**src/rtl/cbm_pkg.sv**
```systemverilog
`timescale 1ns / 1ps

package cbm_pkg;

    localparam int OFFSET_BITS_DEFAULT = 22;
    localparam int FULL_OFFSET_BITS = 22;

    localparam int CFG_ADDR_BITS = 4;
    localparam int CFG_DATA_BITS = 32;

    localparam logic [1:0] REG_MAPPER_KIND       = 2'd0;
    localparam logic [1:0] REG_PRG_BANK_COUNT    = 2'd1;
    localparam logic [1:0] REG_CHR_UNIT_COUNT    = 2'd2;
    localparam logic [1:0] REG_INITIAL_MIRRORING = 2'd3;

    localparam logic [1:0] OP_CPU_WRITE = 2'd0;
    localparam logic [1:0] OP_PRG_READ  = 2'd1;
    localparam logic [1:0] OP_CHR_FETCH = 2'd2;
    localparam logic [1:0] OP_NT_FETCH  = 2'd3;

    localparam logic [1:0] MIRROR_ONE_LOW   = 2'd0;
    localparam logic [1:0] MIRROR_ONE_HIGH  = 2'd1;
    localparam logic [1:0] MIRROR_VERTICAL  = 2'd2;
    localparam logic [1:0] MIRROR_HORIZONTAL = 2'd3;

    localparam logic [3:0] KIND_SERIAL   = 4'd1;
    localparam logic [3:0] KIND_PRG_LOW  = 4'd2;
    localparam logic [3:0] KIND_CHR_8K   = 4'd3;
    localparam logic [3:0] KIND_PRG_32K  = 4'd7;

    localparam logic [1:0] SEL_CONTROL = 2'd0;
    localparam logic [1:0] SEL_CHR0    = 2'd1;
    localparam logic [1:0] SEL_CHR1    = 2'd2;
    localparam logic [1:0] SEL_PRG     = 2'd3;

    localparam logic [1:0] PRG_MODE_FIX_LOW  = 2'd2;
    localparam logic [1:0] PRG_MODE_FIX_HIGH = 2'd3;

    localparam logic [7:0] SERIAL_RELOAD = 8'd5;
    localparam logic [4:0] SERIAL_RESET_BITS = 5'd12;

    localparam logic [3:0] MAPPER_KIND_RESET       = 4'd0;
    localparam logic [6:0] PRG_BANK_COUNT_RESET    = 7'd2;
    localparam logic [7:0] CHR_UNIT_COUNT_RESET    = 8'd0;
    localparam logic [1:0] INITIAL_MIRRORING_RESET = MIRROR_VERTICAL;

    localparam logic [7:0] PRG_HIGH_RESET = 8'({1'b0, PRG_BANK_COUNT_RESET} - 8'd1);
    localparam logic [7:0] CHR_HIGH_RESET = 8'd1;

    typedef struct packed {
        logic [3:0] mapper_kind;
        logic [6:0] prg_bank_count;
        logic [7:0] chr_unit_count;
        logic [1:0] initial_mirroring;
    } cfg_t;

    typedef struct packed {
        logic [1:0]  opcode;
        logic [15:0] address;
        logic [7:0]  data;
    } item_t;

endpackage

```
**src/rtl/cbm_cfg.sv**
```systemverilog
`timescale 1ns / 1ps

module cbm_cfg
(
    input  logic                               clk,
    input  logic                               rst_n,
    input  logic                               psel,
    input  logic                               penable,
    input  logic                               pwrite,
    input  logic [cbm_pkg::CFG_ADDR_BITS-1:0]  paddr,
    input  logic [cbm_pkg::CFG_DATA_BITS-1:0]  pwdata,
    output logic [cbm_pkg::CFG_DATA_BITS-1:0]  prdata,
    output logic                               pready,
    output cbm_pkg::cfg_t                      cfg,
    output logic                               cfg_load
);
    import cbm_pkg::*;

    cfg_t cfg_reg;
    cfg_t cfg_next;
    logic load_reg;
    logic load_next;
    logic wr_en;

    assign wr_en = psel && penable && pwrite;
    assign pready = 1'b1;
    assign cfg = cfg_reg;
    assign cfg_load = load_reg;

    always_comb
    begin
        cfg_next = cfg_reg;
        load_next = 1'b0;
        if (wr_en)
        begin
            load_next = 1'b1;
            case (paddr[3:2])
                REG_MAPPER_KIND:       cfg_next.mapper_kind = pwdata[3:0];
                REG_PRG_BANK_COUNT:    cfg_next.prg_bank_count = pwdata[6:0];
                REG_CHR_UNIT_COUNT:    cfg_next.chr_unit_count = pwdata[7:0];
                REG_INITIAL_MIRRORING: cfg_next.initial_mirroring = pwdata[1:0];
                default:               load_next = 1'b0;
            endcase
        end
    end

    always_comb
    begin
        case (paddr[3:2])
            REG_MAPPER_KIND:       prdata = CFG_DATA_BITS'(cfg_reg.mapper_kind);
            REG_PRG_BANK_COUNT:    prdata = CFG_DATA_BITS'(cfg_reg.prg_bank_count);
            REG_CHR_UNIT_COUNT:    prdata = CFG_DATA_BITS'(cfg_reg.chr_unit_count);
            REG_INITIAL_MIRRORING: prdata = CFG_DATA_BITS'(cfg_reg.initial_mirroring);
            default:               prdata = '0;
        endcase
    end

    always_ff @(posedge clk or negedge rst_n)
    begin
        if (!rst_n)
        begin
            cfg_reg.mapper_kind       <= MAPPER_KIND_RESET;
            cfg_reg.prg_bank_count    <= PRG_BANK_COUNT_RESET;
            cfg_reg.chr_unit_count    <= CHR_UNIT_COUNT_RESET;
            cfg_reg.initial_mirroring <= INITIAL_MIRRORING_RESET;
            load_reg                  <= 1'b0;
        end
        else
        begin
            cfg_reg  <= cfg_next;
            load_reg <= load_next;
        end
    end

endmodule

```
**src/rtl/cbm_xlate.sv**
```systemverilog
`timescale 1ns / 1ps

module cbm_xlate
#(
    parameter int OFFSET_BITS = cbm_pkg::OFFSET_BITS_DEFAULT
)
(
    input  logic                   clk,
    input  logic                   rst_n,
    input  cbm_pkg::cfg_t          cfg,
    input  logic                   cfg_load,
    input  logic                   fire,
    input  cbm_pkg::item_t         item,
    output logic [OFFSET_BITS-1:0] offset,
    output logic [1:0]             mirroring
);
    import cbm_pkg::*;

    logic [7:0] prg_bank_low_reg, prg_bank_low_next;
    logic [7:0] prg_bank_high_reg, prg_bank_high_next;
    logic [7:0] chr_bank_low_reg, chr_bank_low_next;
    logic [7:0] chr_bank_high_reg, chr_bank_high_next;
    logic [1:0] mirror_mode_reg, mirror_mode_next;
    logic [7:0] serial_count_reg, serial_count_next;
    logic [4:0] serial_data_reg, serial_data_next;
    logic [4:0] serial_control_reg, serial_control_next;
    logic [4:0] serial_chr0_reg, serial_chr0_next;
    logic [4:0] serial_chr1_reg, serial_chr1_next;
    logic [4:0] serial_prg_reg, serial_prg_next;

    logic [7:0] prg_last;
    logic [7:0] chr_units;
    logic [7:0] bank_sel;
    logic [FULL_OFFSET_BITS-1:0] full_offset;

    assign prg_last = {1'b0, cfg.prg_bank_count} - 8'd1;
    assign chr_units = (cfg.chr_unit_count == 8'd0) ? 8'd1 : cfg.chr_unit_count;

    always_comb
    begin
        prg_bank_low_next   = prg_bank_low_reg;
        prg_bank_high_next  = prg_bank_high_reg;
        chr_bank_low_next   = chr_bank_low_reg;
        chr_bank_high_next  = chr_bank_high_reg;
        mirror_mode_next    = mirror_mode_reg;
        serial_count_next   = serial_count_reg;
        serial_data_next    = serial_data_reg;
        serial_control_next = serial_control_reg;
        serial_chr0_next    = serial_chr0_reg;
        serial_chr1_next    = serial_chr1_reg;
        serial_prg_next     = serial_prg_reg;

        if (cfg_load)
        begin
            prg_bank_low_next  = 8'd0;
            prg_bank_high_next = prg_last;
            chr_bank_low_next  = 8'd0;
            chr_bank_high_next = {chr_units[6:0], 1'b0} - 8'd1;
            mirror_mode_next   = cfg.initial_mirroring;
        end
        else if (fire && item.opcode == OP_CPU_WRITE)
        begin
            case (cfg.mapper_kind)
                KIND_PRG_32K:
                begin
                    mirror_mode_next = (item.data[7:4] != 4'd0) ? MIRROR_ONE_LOW
                                                                 : MIRROR_ONE_HIGH;
                    prg_bank_low_next  = {4'd0, item.data[2:0], 1'b0};
                    prg_bank_high_next = {4'd0, item.data[2:0], 1'b1};
                end
                KIND_CHR_8K:
                begin
                    chr_bank_low_next  = {5'd0, item.data[1:0], 1'b0};
                    chr_bank_high_next = {5'd0, item.data[1:0], 1'b1};
                end
                KIND_PRG_LOW:
                begin
                    prg_bank_low_next = {3'd0, item.data[4:0]};
                end
                KIND_SERIAL:
                begin
                    if (item.data[7])
                    begin
                        serial_count_next   = SERIAL_RELOAD;
                        serial_data_next    = 5'd0;
                        serial_control_next = serial_control_reg | SERIAL_RESET_BITS;
                    end
                    else
                    begin
                        serial_data_next  = {item.data[0], serial_data_reg[4:1]};
                        serial_count_next = serial_count_reg - 8'd1;
                        if (serial_count_next == 8'd0)
                        begin
                            serial_count_next = SERIAL_RELOAD;
                            case (item.address[14:13])
                                SEL_CONTROL:
                                begin
                                    mirror_mode_next    = serial_data_next[1:0];
                                    serial_control_next = serial_data_next;
                                end
                                SEL_CHR0: serial_chr0_next = serial_data_next;
                                SEL_CHR1: serial_chr1_next = serial_data_next;
                                default:  serial_prg_next  = serial_data_next;
                            endcase
                            if (serial_control_next[4])
                            begin
                                chr_bank_low_next  = {3'd0, serial_chr0_next};
                                chr_bank_high_next = {3'd0, serial_chr1_next};
                            end
                            else
                            begin
                                chr_bank_low_next  = {3'd0, serial_chr0_next[4:1], 1'b0};
                                chr_bank_high_next = {3'd0, serial_chr0_next[4:1], 1'b1};
                            end
                            case (serial_control_next[3:2])
                                PRG_MODE_FIX_LOW:
                                begin
                                    prg_bank_low_next  = 8'd0;
                                    prg_bank_high_next = {3'd0, serial_prg_next};
                                end
                                PRG_MODE_FIX_HIGH:
                                begin
                                    prg_bank_low_next  = {3'd0, serial_prg_next};
                                    prg_bank_high_next = prg_last;
                                end
                                default:
                                begin
                                    prg_bank_low_next  = {3'd0, serial_prg_next[4:1], 1'b0};
                                    prg_bank_high_next = {3'd0, serial_prg_next[4:1], 1'b1};
                                end
                            endcase
                        end
                    end
                end
                default:
                begin
                end
            endcase
        end
    end

    // translation sees the banks after this beat's update
    always_comb
    begin
        bank_sel = 8'd0;
        case (item.opcode)
            OP_CPU_WRITE, OP_PRG_READ:
            begin
                bank_sel = item.address[14] ? prg_bank_high_next : prg_bank_low_next;
                full_offset = {bank_sel, item.address[13:0]};
            end
            OP_CHR_FETCH:
            begin
                bank_sel = item.address[12] ? chr_bank_high_next : chr_bank_low_next;
                full_offset = FULL_OFFSET_BITS'({bank_sel, item.address[11:0]});
            end
            default:
            begin
                case (mirror_mode_next)
                    MIRROR_ONE_LOW:
                        full_offset = FULL_OFFSET_BITS'({1'b0, item.address[9:0]});
                    MIRROR_ONE_HIGH:
                        full_offset = FULL_OFFSET_BITS'({1'b1, item.address[9:0]});
                    MIRROR_VERTICAL:
                        full_offset = FULL_OFFSET_BITS'(item.address[10:0]);
                    default:
                        full_offset = FULL_OFFSET_BITS'({item.address[11],
                                                         item.address[9:0]});
                endcase
            end
        endcase
    end

    assign offset = OFFSET_BITS'(full_offset);
    assign mirroring = mirror_mode_next;

    always_ff @(posedge clk or negedge rst_n)
    begin
        if (!rst_n)
        begin
            prg_bank_low_reg   <= 8'd0;
            prg_bank_high_reg  <= PRG_HIGH_RESET;
            chr_bank_low_reg   <= 8'd0;
            chr_bank_high_reg  <= CHR_HIGH_RESET;
            mirror_mode_reg    <= INITIAL_MIRRORING_RESET;
            serial_count_reg   <= 8'd0;
            serial_data_reg    <= 5'd0;
            serial_control_reg <= 5'd0;
            serial_chr0_reg    <= 5'd0;
            serial_chr1_reg    <= 5'd0;
            serial_prg_reg     <= 5'd0;
        end
        else
        begin
            prg_bank_low_reg   <= prg_bank_low_next;
            prg_bank_high_reg  <= prg_bank_high_next;
            chr_bank_low_reg   <= chr_bank_low_next;
            chr_bank_high_reg  <= chr_bank_high_next;
            mirror_mode_reg    <= mirror_mode_next;
            serial_count_reg   <= serial_count_next;
            serial_data_reg    <= serial_data_next;
            serial_control_reg <= serial_control_next;
            serial_chr0_reg    <= serial_chr0_next;
            serial_chr1_reg    <= serial_chr1_next;
            serial_prg_reg     <= serial_prg_next;
        end
    end

endmodule

```
**src/rtl/cartridge_bank_mapper.sv**
```systemverilog
// cartridge bank mapper: translates cpu and ppu accesses through the cartridge bank state
// input stream s_*: one access per beat, s_tuser carries the opcode
//   (cpu write, program read, pattern fetch, nametable fetch)
// output stream m_*: one result per input beat, in order: translated offset and mirroring
// m_tvalid rises when the input register's beat is moved into the output register
// throughput: one beat per cycle unless m_tready stalls; the bank state is updated
//   and read in the same cycle that the result register is loaded
// an input register and an output register decouple the two sides; s_tready stays high
//   while the output register can drain, so a stalled m_tready holds one result in the
//   output register and one access in the input register before s_tready falls
// apb port holds mapper kind, program bank count, pattern unit count and initial
//   mirroring; any write, via a registered strobe, reloads the bank registers and mirroring
// reset (rst_n low, asynchronous) empties both registers, restores the register
//   defaults and loads the banks from them; the serial loader counter starts at zero
module cartridge_bank_mapper
#(
    parameter int OFFSET_BITS = cbm_pkg::OFFSET_BITS_DEFAULT
)
(
    input  logic                                      clk,
    input  logic                                      rst_n,
    input  logic                                      s_tvalid,
    output logic                                      s_tready,
    input  logic [23:0]                               s_tdata,  // address, data
    input  logic [1:0]                                s_tuser,  // opcode
    output logic                                      m_tvalid,
    input  logic                                      m_tready,
    output logic [((OFFSET_BITS + 2 + 7) / 8) * 8-1:0] m_tdata,  // offset, mirroring
    input  logic                                      psel,
    input  logic                                      penable,
    input  logic                                      pwrite,
    input  logic [cbm_pkg::CFG_ADDR_BITS-1:0]         paddr,
    input  logic [cbm_pkg::CFG_DATA_BITS-1:0]         pwdata,
    output logic [cbm_pkg::CFG_DATA_BITS-1:0]         prdata,
    output logic                                      pready
);
    import cbm_pkg::*;

    localparam int OUT_TDATA_BITS = ((OFFSET_BITS + 2 + 7) / 8) * 8;

    cfg_t cfg;
    logic cfg_load;

    logic  in_valid_reg, in_valid_next;
    item_t item_reg;
    logic  out_valid_reg, out_valid_next;
    logic [OFFSET_BITS-1:0] out_offset_reg;
    logic [1:0] out_mirror_reg;
    logic [OFFSET_BITS-1:0] xl_offset;
    logic [1:0] xl_mirror;
    logic advance;
    logic in_fire;

    assign advance = in_valid_reg && (!out_valid_reg || m_tready);
    assign s_tready = !in_valid_reg || advance;
    assign in_fire = s_tvalid && s_tready;
    assign in_valid_next = in_fire || (in_valid_reg && !advance);
    assign out_valid_next = advance || (out_valid_reg && !m_tready);

    assign m_tvalid = out_valid_reg;
    assign m_tdata = OUT_TDATA_BITS'({out_mirror_reg, out_offset_reg});

    cbm_cfg u_cfg
    (
        .clk      (clk),
        .rst_n    (rst_n),
        .psel     (psel),
        .penable  (penable),
        .pwrite   (pwrite),
        .paddr    (paddr),
        .pwdata   (pwdata),
        .prdata   (prdata),
        .pready   (pready),
        .cfg      (cfg),
        .cfg_load (cfg_load)
    );

    cbm_xlate #(
        .OFFSET_BITS (OFFSET_BITS)
    ) u_xlate
    (
        .clk       (clk),
        .rst_n     (rst_n),
        .cfg       (cfg),
        .cfg_load  (cfg_load),
        .fire      (advance),
        .item      (item_reg),
        .offset    (xl_offset),
        .mirroring (xl_mirror)
    );

    always_ff @(posedge clk or negedge rst_n)
    begin
        if (!rst_n)
        begin
            in_valid_reg  <= 1'b0;
            out_valid_reg <= 1'b0;
        end
        else
        begin
            in_valid_reg  <= in_valid_next;
            out_valid_reg <= out_valid_next;
        end
    end

    always_ff @(posedge clk)
    begin
        if (in_fire)
        begin
            item_reg.opcode  <= s_tuser;
            item_reg.address <= s_tdata[15:0];
            item_reg.data    <= s_tdata[23:16];
        end
        if (advance)
        begin
            out_offset_reg <= xl_offset;
            out_mirror_reg <= xl_mirror;
        end
    end

endmodule
```
**config.mk**
```make
export PLATFORM = sky130hd
export DESIGN_NAME = cartridge_bank_mapper
export DESIGN_NICKNAME = d
export VERILOG_FILES = /design/src/rtl/cbm_pkg.sv /design/src/rtl/cbm_cfg.sv /design/src/rtl/cbm_xlate.sv /design/src/rtl/cartridge_bank_mapper.sv
export SDC_FILE = /design/constraint.sdc
export NUM_CORES = 1
export LEC_CHECK = 0
export ABC_AREA = 1
export BUFFER_PORTS_ARGS = -buffer_cell sky130_fd_sc_hd__buf_2
export CAP_MARGIN = 20
export CORE_ASPECT_RATIO = 1.4
export CORE_MARGIN = 3
export CORE_UTILIZATION = 30
export CTS_CLUSTER_DIAMETER = 120
export CTS_CLUSTER_SIZE = 8
export DETAILED_ROUTE_END_ITERATION = 8
export PLACE_DENSITY = 0.57
export SYNTH_ARGS = -nofsm -noshare
export SYNTH_HDL_FRONTEND = slang
export SYNTH_SLANG_ARGS = --single-unit
```
**constraint.sdc**
```tcl
create_clock -name clk -period 2.93 [get_ports clk]
set_clock_uncertainty 0.05 [all_clocks]
set_input_delay 0.7325 -clock clk [delete_from_list [all_inputs] [get_ports clk]]
set_output_delay 0.7325 -clock clk [all_outputs]
set_load 0.02 [all_outputs]
```
==> summary.txt, run 1 <==
Final layout
  – Max reg flops: 25
  – Diode count: 0
  – Finished Layout Cells: 1232
  – Most frequent cells in the layout: nand2_1, inv_1, dfrtp_1, buf_2, o21ai_0
  – Layout cells sized above 1: 20.7%
  – Nets: 991
  – Most common cell after layout, fill and taps aside: nand2_1
  – Synth-to-Final Area Change: 21.2%

Power
  – Worst VDD drop: 340 uV
  – Cell Pwr Density: 737 mW/mm2
  – Leakage power total: 4.16 nW

Timing
  – Setup Viol. Count Final: 0
  – Max Clk Rate: 374 MHz
  – Worst slew pin tran: 0.544 ns
  – Slew Limit Fails: 0
  – Slew HR: 63.8%
  – Final min period: 2.68 ns
  – Final Hold Fails: 0
  – Setup TNS: 0 ns
  – Final period utilization: 91.4%

Synthesis
  – Synth Area per Inst: 8.60 um2
  – Seq cells post-synth: 137
  – YS warnings: 0
  – Syn Std Cell Area: 0.00700 mm2
  – Seq/Total Area, Yosys: 52.6%
  – Distinct cells, synth: 52
  – Cells after Synth: 814

Clock tree
  – CTS tree: done
  – Number of H-tree levels: 4
  – Post-CTS Setup Inserts: 0
  – Clk_lat worst skew: 0.42 ns
  – CTS clock-pin slew for the worst setup and hold paths: 0.06 ns
  – Post_cts resized: 0
  – Worst-case clock buffer depth: 2
  – Quantity of hold-fixing buffers added after cts: 0
  – TritonCTS Sinks: 137
  – Cts bufs inserted: 17
  – Root Driver: clkbuf_16

Global route
  – Initial antenna violation count: 0
  – Global-route wire length before repair: 29300 um
  – Vias in the first global route: 5400
  – Total track usage: 14.9%
  – Congestion Overflow GR: 0
  – Largest net degree at the start of global routing: 35

Job
  – Max-cap viol count: 0

Setup path
  – Worst EP arrival: 2.80 ns
  – Crit. End Element: flip-flop
  – R2r startpoint: u_xlate.serial_count_reg[1]
  – RR Endpoint: out_offset_reg[13]
  – Setup slack, reg-to-reg: 0.25 ns
  – Depth of the most critical reg-to-reg path: 19
  – Required @ worst endpoint: 3.06 ns
  – Crit Path Category: reg2reg
  – CP max FO: 7
  – CP Launch Type: flip-flop

Floorplanning
  – Die H: 187 um
  – Core ar.: 0.0228 mm2
  – Die W: 135 um
  – Initial Utilization: 30.7%
  – FP Rows: 65
  – Die area: 0.0252 mm2
  – I/O pin count: 128

Place
  – Port bufs: 75
  – Final Wtd Congestion: 0.858
  – Inst Count DP: 1199
  – Hpwl dp: 13900 um

Detailed routing
  – Antenna Nets Post-Route: 0
  – First drt pass iteration count: 5
  – Final wirelength: 18400 um
  – Via count: 5577
  – Post-DR wirelength/cell: 15.0 um
  – Vias/cell: 4.53
  – DRC viols: 0
  – DR iter-0 viols: 252

Min path
  – Hold Crit Class: in2async

Status
  – Status: completed
-- worst max path at each step --
stage	start	endpoint
after detailed placement	m_tready	out_offset_reg[12]
after global placement	m_tready	out_offset_reg[12]
after global routing	u_xlate.serial_count_reg[1]	out_offset_reg[15]
after floorplan	m_tready	out_offset_reg[15]
after CTS	u_xlate.serial_count_reg[1]	out_offset_reg[10]
final	u_xlate.serial_count_reg[1]	out_offset_reg[13]
-- layer usage --
layer / up-vias / track usage (%) / share of wire [%]
met5: - / 0 / 0
met4: 0 / 6.17 / 3.0
met3: 32 / 2.56 / 3.7
met2: 136 / 25.9 / 52
met1: 2599 / 18.2 / 42
li1: 2810 / - / -
-- worst max-delay path, cell delays in order (launching register included) --
cell	delay, ns
dfrtp_1	0.38
inv_1	0.10
ha_1	0.17
inv_1	0.05
nor2_1	0.19
nand3_1	0.10
nand2_1	0.10
nand3_2	0.11
inv_2	0.07
nand2_2	0.07
nor2_8	0.13
nand2_4	0.09
nand2_4	0.12
nand2_4	0.10
nand2_1	0.07
nand3_1	0.07
o21ai_1	0.11
nand2_1	0.08
nand3_1	0.17
nand2_1	0.07
-- cells in the mapped netlist, drive strengths merged --
cell,count,area [um2]
buf,31,230
nand3,52,283
nor4,2,12.5
edfxtp,49,1470
clkbuf,11,41.3
o2111ai,2,17.5
conb,2,7.51
or2,5,33.8
xor2,5,43.8
ha,4,50.1
dfstp,5,131
o31ai,2,28.8
o21bai,3,22.5
o32ai,1,8.76
nor3,4,20.0
o21ai,80,412
and3,1,6.26
a32o,1,10.0
xnor2,1,8.76
clkinv,2,8.75
inv,113,427
dfrtp,83,2080
o22ai,12,75.1
o211ai,6,45.0
a21oi,23,119
o21a,1,7.51
mux2i,2,20.0
a22oi,2,15.0
o221ai,1,8.76
nand4,9,56.3
nor2,63,330
a31oi,1,6.26
nand2,235,962
-- per-stage QoR --
stage | worst slack [ns] | hold slack [ns] | total power, mW | utilization [%] | area, um2
2_1_floorplan | 0.158 | 0.350 | 3.43 | - | 7090
3_3_place_gp | 0.208 | 0.350 | 3.82 | 34.2 | 7790
3_5_place_dp | 0.196 | 0.355 | 3.83 | 34.2 | 7790
4_1_cts | 0.172 | 0.225 | 6.29 | 37.2 | 8470
5_1_grt | -0.0155 | 0.254 | 6.58 | 37.2 | 8480
6_report | 0.253 | 0.217 | 6.24 | 37.2 | 8480
-- power by group --
group	leakage [nW]	switching, mW	internal [mW]	total, mW
Combinational	2.29	0.863	0.439	1.30
Clock	0.327	0.849	1.60	2.45
Sequential	1.55	0.195	2.30	2.49
-- cell families (layout without fill, tap and decap cells) --
| family | Yosys count | in the layout | share of synthesized area, % |
|---|---|---|---|
| AND/OR/NAND/NOR | 371 | 372 | 24.4 |
| XOR/XNOR | 6 | 6 | 0.751 |
| other | 2 | 25 | 0.107 |
| buffers and inverters | 157 | 250 | 10.1 |
| flip-flops | 137 | 137 | 52.6 |
| multiplexers | 2 | 2 | 0.286 |
| AO/OA/AOI/OAI | 135 | 135 | 11.1 |
| adder cells (fa/ha/maj) | 4 | 4 | 0.715 |
-- final cells by class --
type / count / area [um2]
Timing Repair Buffer: 103 / 601
Sequential cell: 137 / 3680
Clock inverter: 15 / 248
Multi-Input combinational cell: 544 / 2710
Tap cell: 301 / 377
Inverter: 115 / 439
Fill cell: 2374 / 14300
Clock buffer: 17 / 425
(Power assumes the default switching activity.)
==> inputs of run 2 (changes only) <==
--- a/config.mk
+++ b/config.mk
@@ -12,9 +12,10 @@
 export CORE_MARGIN = 3
 export CORE_UTILIZATION = 30
 export CTS_CLUSTER_DIAMETER = 120
-export CTS_CLUSTER_SIZE = 8
+export CTS_CLUSTER_SIZE = 12
 export DETAILED_ROUTE_END_ITERATION = 8
 export PLACE_DENSITY = 0.57
 export SYNTH_ARGS = -nofsm -noshare
 export SYNTH_HDL_FRONTEND = slang
+export SYNTH_HIERARCHICAL = 1
 export SYNTH_SLANG_ARGS = --single-unit
==> run 2 against run 1 <==
Global-route usage rose by 0.26 points. Flip-flop and latch count did not move. Final cell count rose by 5.4%. Combinational power rose by 7%. Synthesized cell count rose by 7.5%. Critical path depth fell by 1. Worst hold slack improved by 0.15 ns. Non-clock buffer count rose by 9. Register-to-register slack got worse by 0.04 ns. Sequential power barely moved. Setup slack got worse by 0.037 ns. Highest routed layer unchanged.
==> summary.txt, run 2 <==
Status
  – Status: completed

Synthesis
  – YS warnings: 6 (+6)
  – Cells after Synth: 875 (+7.5%)
  – Syn Std Cell Area: 0.00726 mm2 (+3.7%)
  – Synth Area per Inst: 8.29 um2 (-3.5%)

Power
  – Cell Pwr Density: 702 mW/mm2 (-4.7%)
  – Leakage power total: 4.34 nW (+4.2%)
  – Worst VDD drop: 365 uV (+7.2%)

Timing
  – Final period utilization: 92.6% (+1.3 points)
  – Slew Limit Fails: 0 (unchanged)
  – Final Hold Fails: 0 (unchanged)
  – RSZ-0062 raised after global routing: no
  – Setup TNS: 0 ns (unchanged)
  – Max Clk Rate: 368 MHz (-1.4%)
  – Slew HR: 42.7% (-21 points)
  – Worst slew pin tran: 0.860 ns (+0.316 ns)
  – Setup Viol. Count Final: 0 (unchanged)
  – Final min period: 2.71 ns (+0.0374 ns)

Clock tree
  – Post-CTS Setup Inserts: 0 (unchanged)
  – Root Driver: clkbuf_16
  – TritonCTS Sinks: 137 (unchanged)
  – CTS clock-pin slew for the worst setup and hold paths: 0.06 ns (about the same)
  – CTS tree: done
  – Number of H-tree levels: 4 (unchanged)
  – Quantity of hold-fixing buffers added after cts: 0 (unchanged)
  – Worst-case clock buffer depth: 2 (unchanged)
  – Post_cts resized: 0 (unchanged)
  – Cts bufs inserted: 17 (unchanged)
  – Clk_lat worst skew: 0.43 ns (about the same)

Place
  – Port bufs: 75 (unchanged)
  – Hpwl dp: 14600 um (+4.9%)
  – Final Wtd Congestion: 0.870 (+1.3%)

Setup path
  – Setup slack, reg-to-reg: 0.22 ns (-0.04 ns)
  – Required @ worst endpoint: 3.04 ns (-0.02 ns)
  – Depth of the most critical reg-to-reg path: 18 (-1)
  – RR Endpoint: out_offset_reg[18]
  – Critical Path Sink: out_offset_reg[18]
  – Worst setup path startpoint: u_xlate/serial_count_reg[0]
  – CP Launch Type: flip-flop
  – Crit Path Category: reg2reg
  – Worst EP arrival: 2.82 ns (+0.02 ns)
  – CP max FO: 5 (-2)
  – Crit. End Element: flip-flop
  – R2r startpoint: u_xlate/serial_count_reg[0]

Global route
  – Global-route wire length before repair: 30400 um (+3.7%)
  – Largest net degree at the start of global routing: 65 (+86%)
  – Initial antenna violation count: 1 (+1)
  – Congestion Overflow GR: 0 (unchanged)
  – Vias in the first global route: 5871 (+8.7%)
  – Total track usage: 15.2% (+0.26 points)

Min path
  – Hold Crit Class: in2async

Detailed routing
  – First drt pass iteration count: 5 (unchanged)
  – DRC viols: 0 (unchanged)
  – Antenna Nets Post-Route: 0 (unchanged)
  – DR iter-0 viols: 313 (+24%)
  – Post-DR wirelength/cell: 14.7 um (-1.6%)
  – Vias/cell: 4.60 (+1.7%)
  – Final wirelength: 19100 um (+3.6%)
  – Via count: 5973 (+7.1%)

Final layout
  – Finished Core Util: 36.7% (-0.55 points)
  – Most common cell after layout, fill and taps aside: nand2_1
  – Layout cells sized above 1: 21.2% (+0.46 points)
  – Most frequent cells in the layout: nand2_1, inv_1, dfrtp_1, buf_2, nor2_1
  – Synth-to-Final Area Change: 18.9%
  – Nets: 1051 (+6.1%)
  – Max reg flops: 25 (unchanged)

Floorplanning
  – Core ar.: 0.0235 mm2 (+3.4%)
  – Die W: 137 um (+1.8%)
  – Initial Utilization: 30.8% (+0.11 points)
  – I/O pin count: 128 (unchanged)
  – FP Rows: 66 (+1.5%)
  – Die H: 190 um (+1.8%)
  – Die area: 0.0261 mm2 (+3.6%)

Job
  – Max-cap viol count: 0 (unchanged)
==> run 2: layout make-up <==
cell class,instances,area (um2)
diodes,1,2.50
clock buffers,19,433
clock inverters,13,154
fillers,2461,14900
inverters,118,445
multi-input cells,592,2880
flip-flops and latches,137,3680
well taps,306,383
repair buffers,112,656
==> run 2: metrics by stage <==
stage               power, mW  setup slack (ns)  hold WS, ns  cell area (um2)  std cells
detailed placement       3.95             0.184        0.355             8040       1265
finish                   6.06             0.216        0.364             8630       1298
global route             6.40            0.0200        0.374             8630       1298
global placement         3.92             0.203        0.350             8040       1265
floorplan                3.51             0.105        0.387             7350        898
CTS                      6.11             0.187        0.368             8630       1297
==> run 2: critical path, stage by stage (launching register included) <==
cell and delay [ns]:
dfrtp_1 0.41, inv_1 0.09, ha_1 0.20, inv_1 0.05
nand2_1 0.05, nand2_1 0.07, nor2_1 0.09, nand3_1 0.12
nor2_2 0.22, nand3_4 0.14, nand2_4 0.14, nand2_2 0.11
buf_4 0.15, nand2_1 0.05, nand2_1 0.05, nand2_1 0.05
inv_1 0.05, o21ai_0 0.19, o21ai_0 0.16
==> run 2: how the worst min path moves through the flow <==
stage | start | to | slack, ns | cells after the start
2_1_floorplan | rst_n | in_valid_reg | 0.39 | 0
3_3_place_gp | item_reg[12] | out_offset_reg[4] | 0.35 | 0
3_5_place_dp | item_reg[11] | out_offset_reg[3] | 0.36 | 0
4_1_cts | item_reg[10] | out_offset_reg[2] | 0.37 | 0
5_1_grt | item_reg[10] | out_offset_reg[2] | 0.37 | 0
6_report | rst_n | u_xlate/chr_bank_low_reg[5] | 0.36 | 1
==> run 2: power breakdown <==
| group | leakage, nW | total [mW] | internal (mW) | switching [mW] |
|---|---|---|---|---|
| registers | 1.58 | 2.52 | 2.31 | 0.214 |
| clock network | 0.282 | 2.14 | 1.33 | 0.817 |
| logic | 2.48 | 1.39 | 0.491 | 0.902 |
==> run 2: per-layer routing <==
layer / track usage [%] / vias to the layer above / wire [um]
met4: 9.06 / 0 / 934
met5: 0 / - / 0
met2: 26.0 / 159 / 9940
li1: - / 2964 / -
met1: 17.2 / 2799 / 7610
met3: 3.07 / 51 / 603
==> inputs of run 3 (changes only) <==
--- a/config.mk
+++ b/config.mk
@@ -14,7 +14,10 @@
 export CTS_CLUSTER_DIAMETER = 120
 export CTS_CLUSTER_SIZE = 12
 export DETAILED_ROUTE_END_ITERATION = 8
+export HOLD_SLACK_MARGIN = 0.02
 export PLACE_DENSITY = 0.57
+export RECOVER_POWER = 25
+export SLEW_MARGIN = 20
 export SYNTH_ARGS = -nofsm -noshare
 export SYNTH_HDL_FRONTEND = slang
 export SYNTH_HIERARCHICAL = 1
==> run 3 against run 2 <==
The run now ends with capacitance limit, slew limit left. Final cell count unchanged. Flip-flop and latch count stayed put. Non-clock buffer count is the same. Register-to-register slack is essentially flat. Utilization is 0.096 points lower. First-iteration DRC count fell by 1.3%. Combinational power is essentially flat. Die area unchanged. Maximum frequency down 0.49%. Final area shrank 0.26%. Largest cell class unchanged.
==> summary.txt, run 3 (same netlist as run 2, synthesis figures left out) <==
Status
  – Failing checks: capacitance limit, slew limit
  – Status: finished, violations left

Timing
  – Final min period: 2.73 ns (+0.0134 ns)
  – Final Hold Fails: 0 (unchanged)
  – Max Clk Rate: 367 MHz (-0.49%)
  – Slew Limit Fails: 65 (+65)
  – Slew HR: -12.3% (-55 points)
  – Final period utilization: 93.1% (+0.46 points)
  – Worst slew pin tran: 1.69 ns (+0.825 ns)
  – RSZ-0062 raised after global routing: no
  – Setup Viol. Count Final: 0 (unchanged)
  – Setup TNS: 0 ns (unchanged)

Detailed routing
  – Antenna Nets Post-Route: 0 (unchanged)
  – Final wirelength: 19100 um (+0.13%)
  – Vias/cell: 4.58 (-0.55%)
  – DR iter-0 viols: 309 (-1.3%)
  – First drt pass iteration count: 5 (unchanged)
  – DRC viols: 0 (unchanged)
  – Via count: 5940 (-0.55%)
  – Post-DR wirelength/cell: 14.7 um (+0.13%)

Final layout
  – Most common cell after layout, fill and taps aside: nand2_1
  – Layout cells sized above 1: 20.7% (-0.50 points)
  – Sequential cell area: 0.00368 mm2 (unchanged)
  – Nets: 1051 (unchanged)
  – Synth-to-Final Area Change: 18.6%
  – FILL cells: 2465 (+0.16%)
  – Most frequent cells in the layout: nand2_1, inv_1, dfrtp_1, buf_2, nor2_1
  – Area of the multi-input gates: 0.00286 mm2 (-0.52%)
  – Max reg flops: 25 (unchanged)
  – Finished Layout Cells: 1298 (unchanged)

Floorplanning
  – I/O pin count: 128 (unchanged)
  – Initial Utilization: 30.8% (unchanged)
  – Die area: 0.0261 mm2 (unchanged)
  – Die W: 137 um (unchanged)
  – FP Rows: 66 (unchanged)
  – Core ar.: 0.0235 mm2 (unchanged)
  – Die H: 190 um (unchanged)

Min path
  – Worst hold stages: 0
  – Hold Crit Class: reg2reg

Clock tree
  – Quantity of hold-fixing buffers added after cts: 0 (unchanged)
  – Clk_lat worst skew: 0.43 ns (about the same)
  – Root Driver: clkbuf_16
  – Cts bufs inserted: 17 (unchanged)
  – Worst-case clock buffer depth: 2 (unchanged)
  – CTS tree: done
  – TritonCTS Sinks: 137 (unchanged)
  – Number of H-tree levels: 4 (unchanged)
  – CTS clock-pin slew for the worst setup and hold paths: 0.06 ns (about the same)

Global route
  – Congestion Overflow GR: 0 (unchanged)
  – Vias in the first global route: 5871 (unchanged)
  – Global-route wire length before repair: 30400 um (unchanged)
  – Total track usage: 15.2% (unchanged)
  – Largest net degree at the start of global routing: 65 (unchanged)
  – Initial antenna violation count: 1 (unchanged)

Place
  – Final Wtd Congestion: 0.870 (unchanged)
  – Port bufs: 75 (unchanged)
  – Hpwl dp: 14600 um (unchanged)
  – Inst Count DP: 1265 (unchanged)

Setup path
  – Worst EP arrival: 2.82 ns (about the same)
  – Setup slack, reg-to-reg: 0.20 ns (about the same)
  – Crit. End Element: flip-flop
  – Depth of the most critical reg-to-reg path: 18 (unchanged)
  – Crit Path Category: reg2reg
  – CP max FO: 5 (unchanged)
  – CP Launch Type: flip-flop
  – Required @ worst endpoint: 3.02 ns (-0.02 ns)

Power
  – Worst VDD drop: 367 uV (+0.64%)
  – Leakage power total: 4.33 nW (-0.23%)
  – Cell Pwr Density: 703 mW/mm2 (+0.25%)

Job
  – Max-cap viol count: 1 (+1)
==> run 3: cell type report <==
class                   instances  area share [%]
clock inverters                13            1.79
repair buffers                112            7.53
well taps                     306            4.45
clock buffers                  19            5.03
diodes                          1          0.0291
flip-flops and latches        137            42.7
multi-input cells             592            33.3
inverters                     118            5.17
==> run 3: routing by layer <==
layer | up-vias | global-route usage (%) | wire length, um
met5 | - | 0 | 0
met4 | 0 | 9.06 | 938
met3 | 51 | 3.07 | 688
met2 | 150 | 26.0 | 9910
met1 | 2778 | 17.2 | 7580
li1 | 2961 | - | -
==> run 3: metrics by stage <==
step / total power, mW / hold slack (ns) / util [%] / area [um2] / worst slack, ns
finish: 6.06 / 0.364 / 36.6 / 8610 / 0.202
global route: 6.40 / 0.374 / 36.6 / 8610 / 0.0132
CTS: 6.11 / 0.368 / 36.7 / 8630 / 0.187
detailed placement: 3.95 / 0.355 / 34.2 / 8040 / 0.184
global placement: 3.92 / 0.350 / 34.2 / 8040 / 0.203
floorplan: 3.51 / 0.387 / - / 7350 / 0.105
==> run 3: final timing paths <==
kind                                             start                     endpoint
setup / recovery           u_xlate/serial_count_reg[0]           out_offset_reg[18]
hold / removal                            item_reg[10]            out_offset_reg[2]
setup reg to reg           u_xlate/serial_count_reg[0]           out_offset_reg[18]
hold reg to reg                           item_reg[10]            out_offset_reg[2]
max in group asynchronous                        rst_n    u_xlate/serial_prg_reg[1]
min in group asynchronous                        rst_n  u_xlate/chr_bank_low_reg[5]
==> run 3: critical path, cell delays in order, from the launching register on <==
cell     delay, ns
dfrtp_1       0.41
inv_1         0.09
ha_1          0.20
inv_1         0.05
nand2_1       0.05
nand2_1       0.07
nor2_1        0.09
nand3_1       0.12
nor2_2        0.22
nand3_4       0.14
nand2_4       0.14
nand2_2       0.11
buf_4         0.15
nand2_1       0.05
nand2_1       0.05
nand2_1       0.05
inv_1         0.05
o21ai_0       0.20
o21ai_0       0.16
==> run 3: power breakdown <==
group	internal (mW)	switching, mW	total [mW]
Clock	1.33	0.819	2.15
Sequential	2.31	0.213	2.52
Combinational	0.489	0.901	1.39
Total	4.12	1.93	6.06
==> run 3: what timing repair did <==
action | CTS | global route
gates resized for setup | 0 | 1
setup endpoints to repair | 0 | 3
buffers inserted | 0 | 0
hold endpoints to repair | 0 | 0
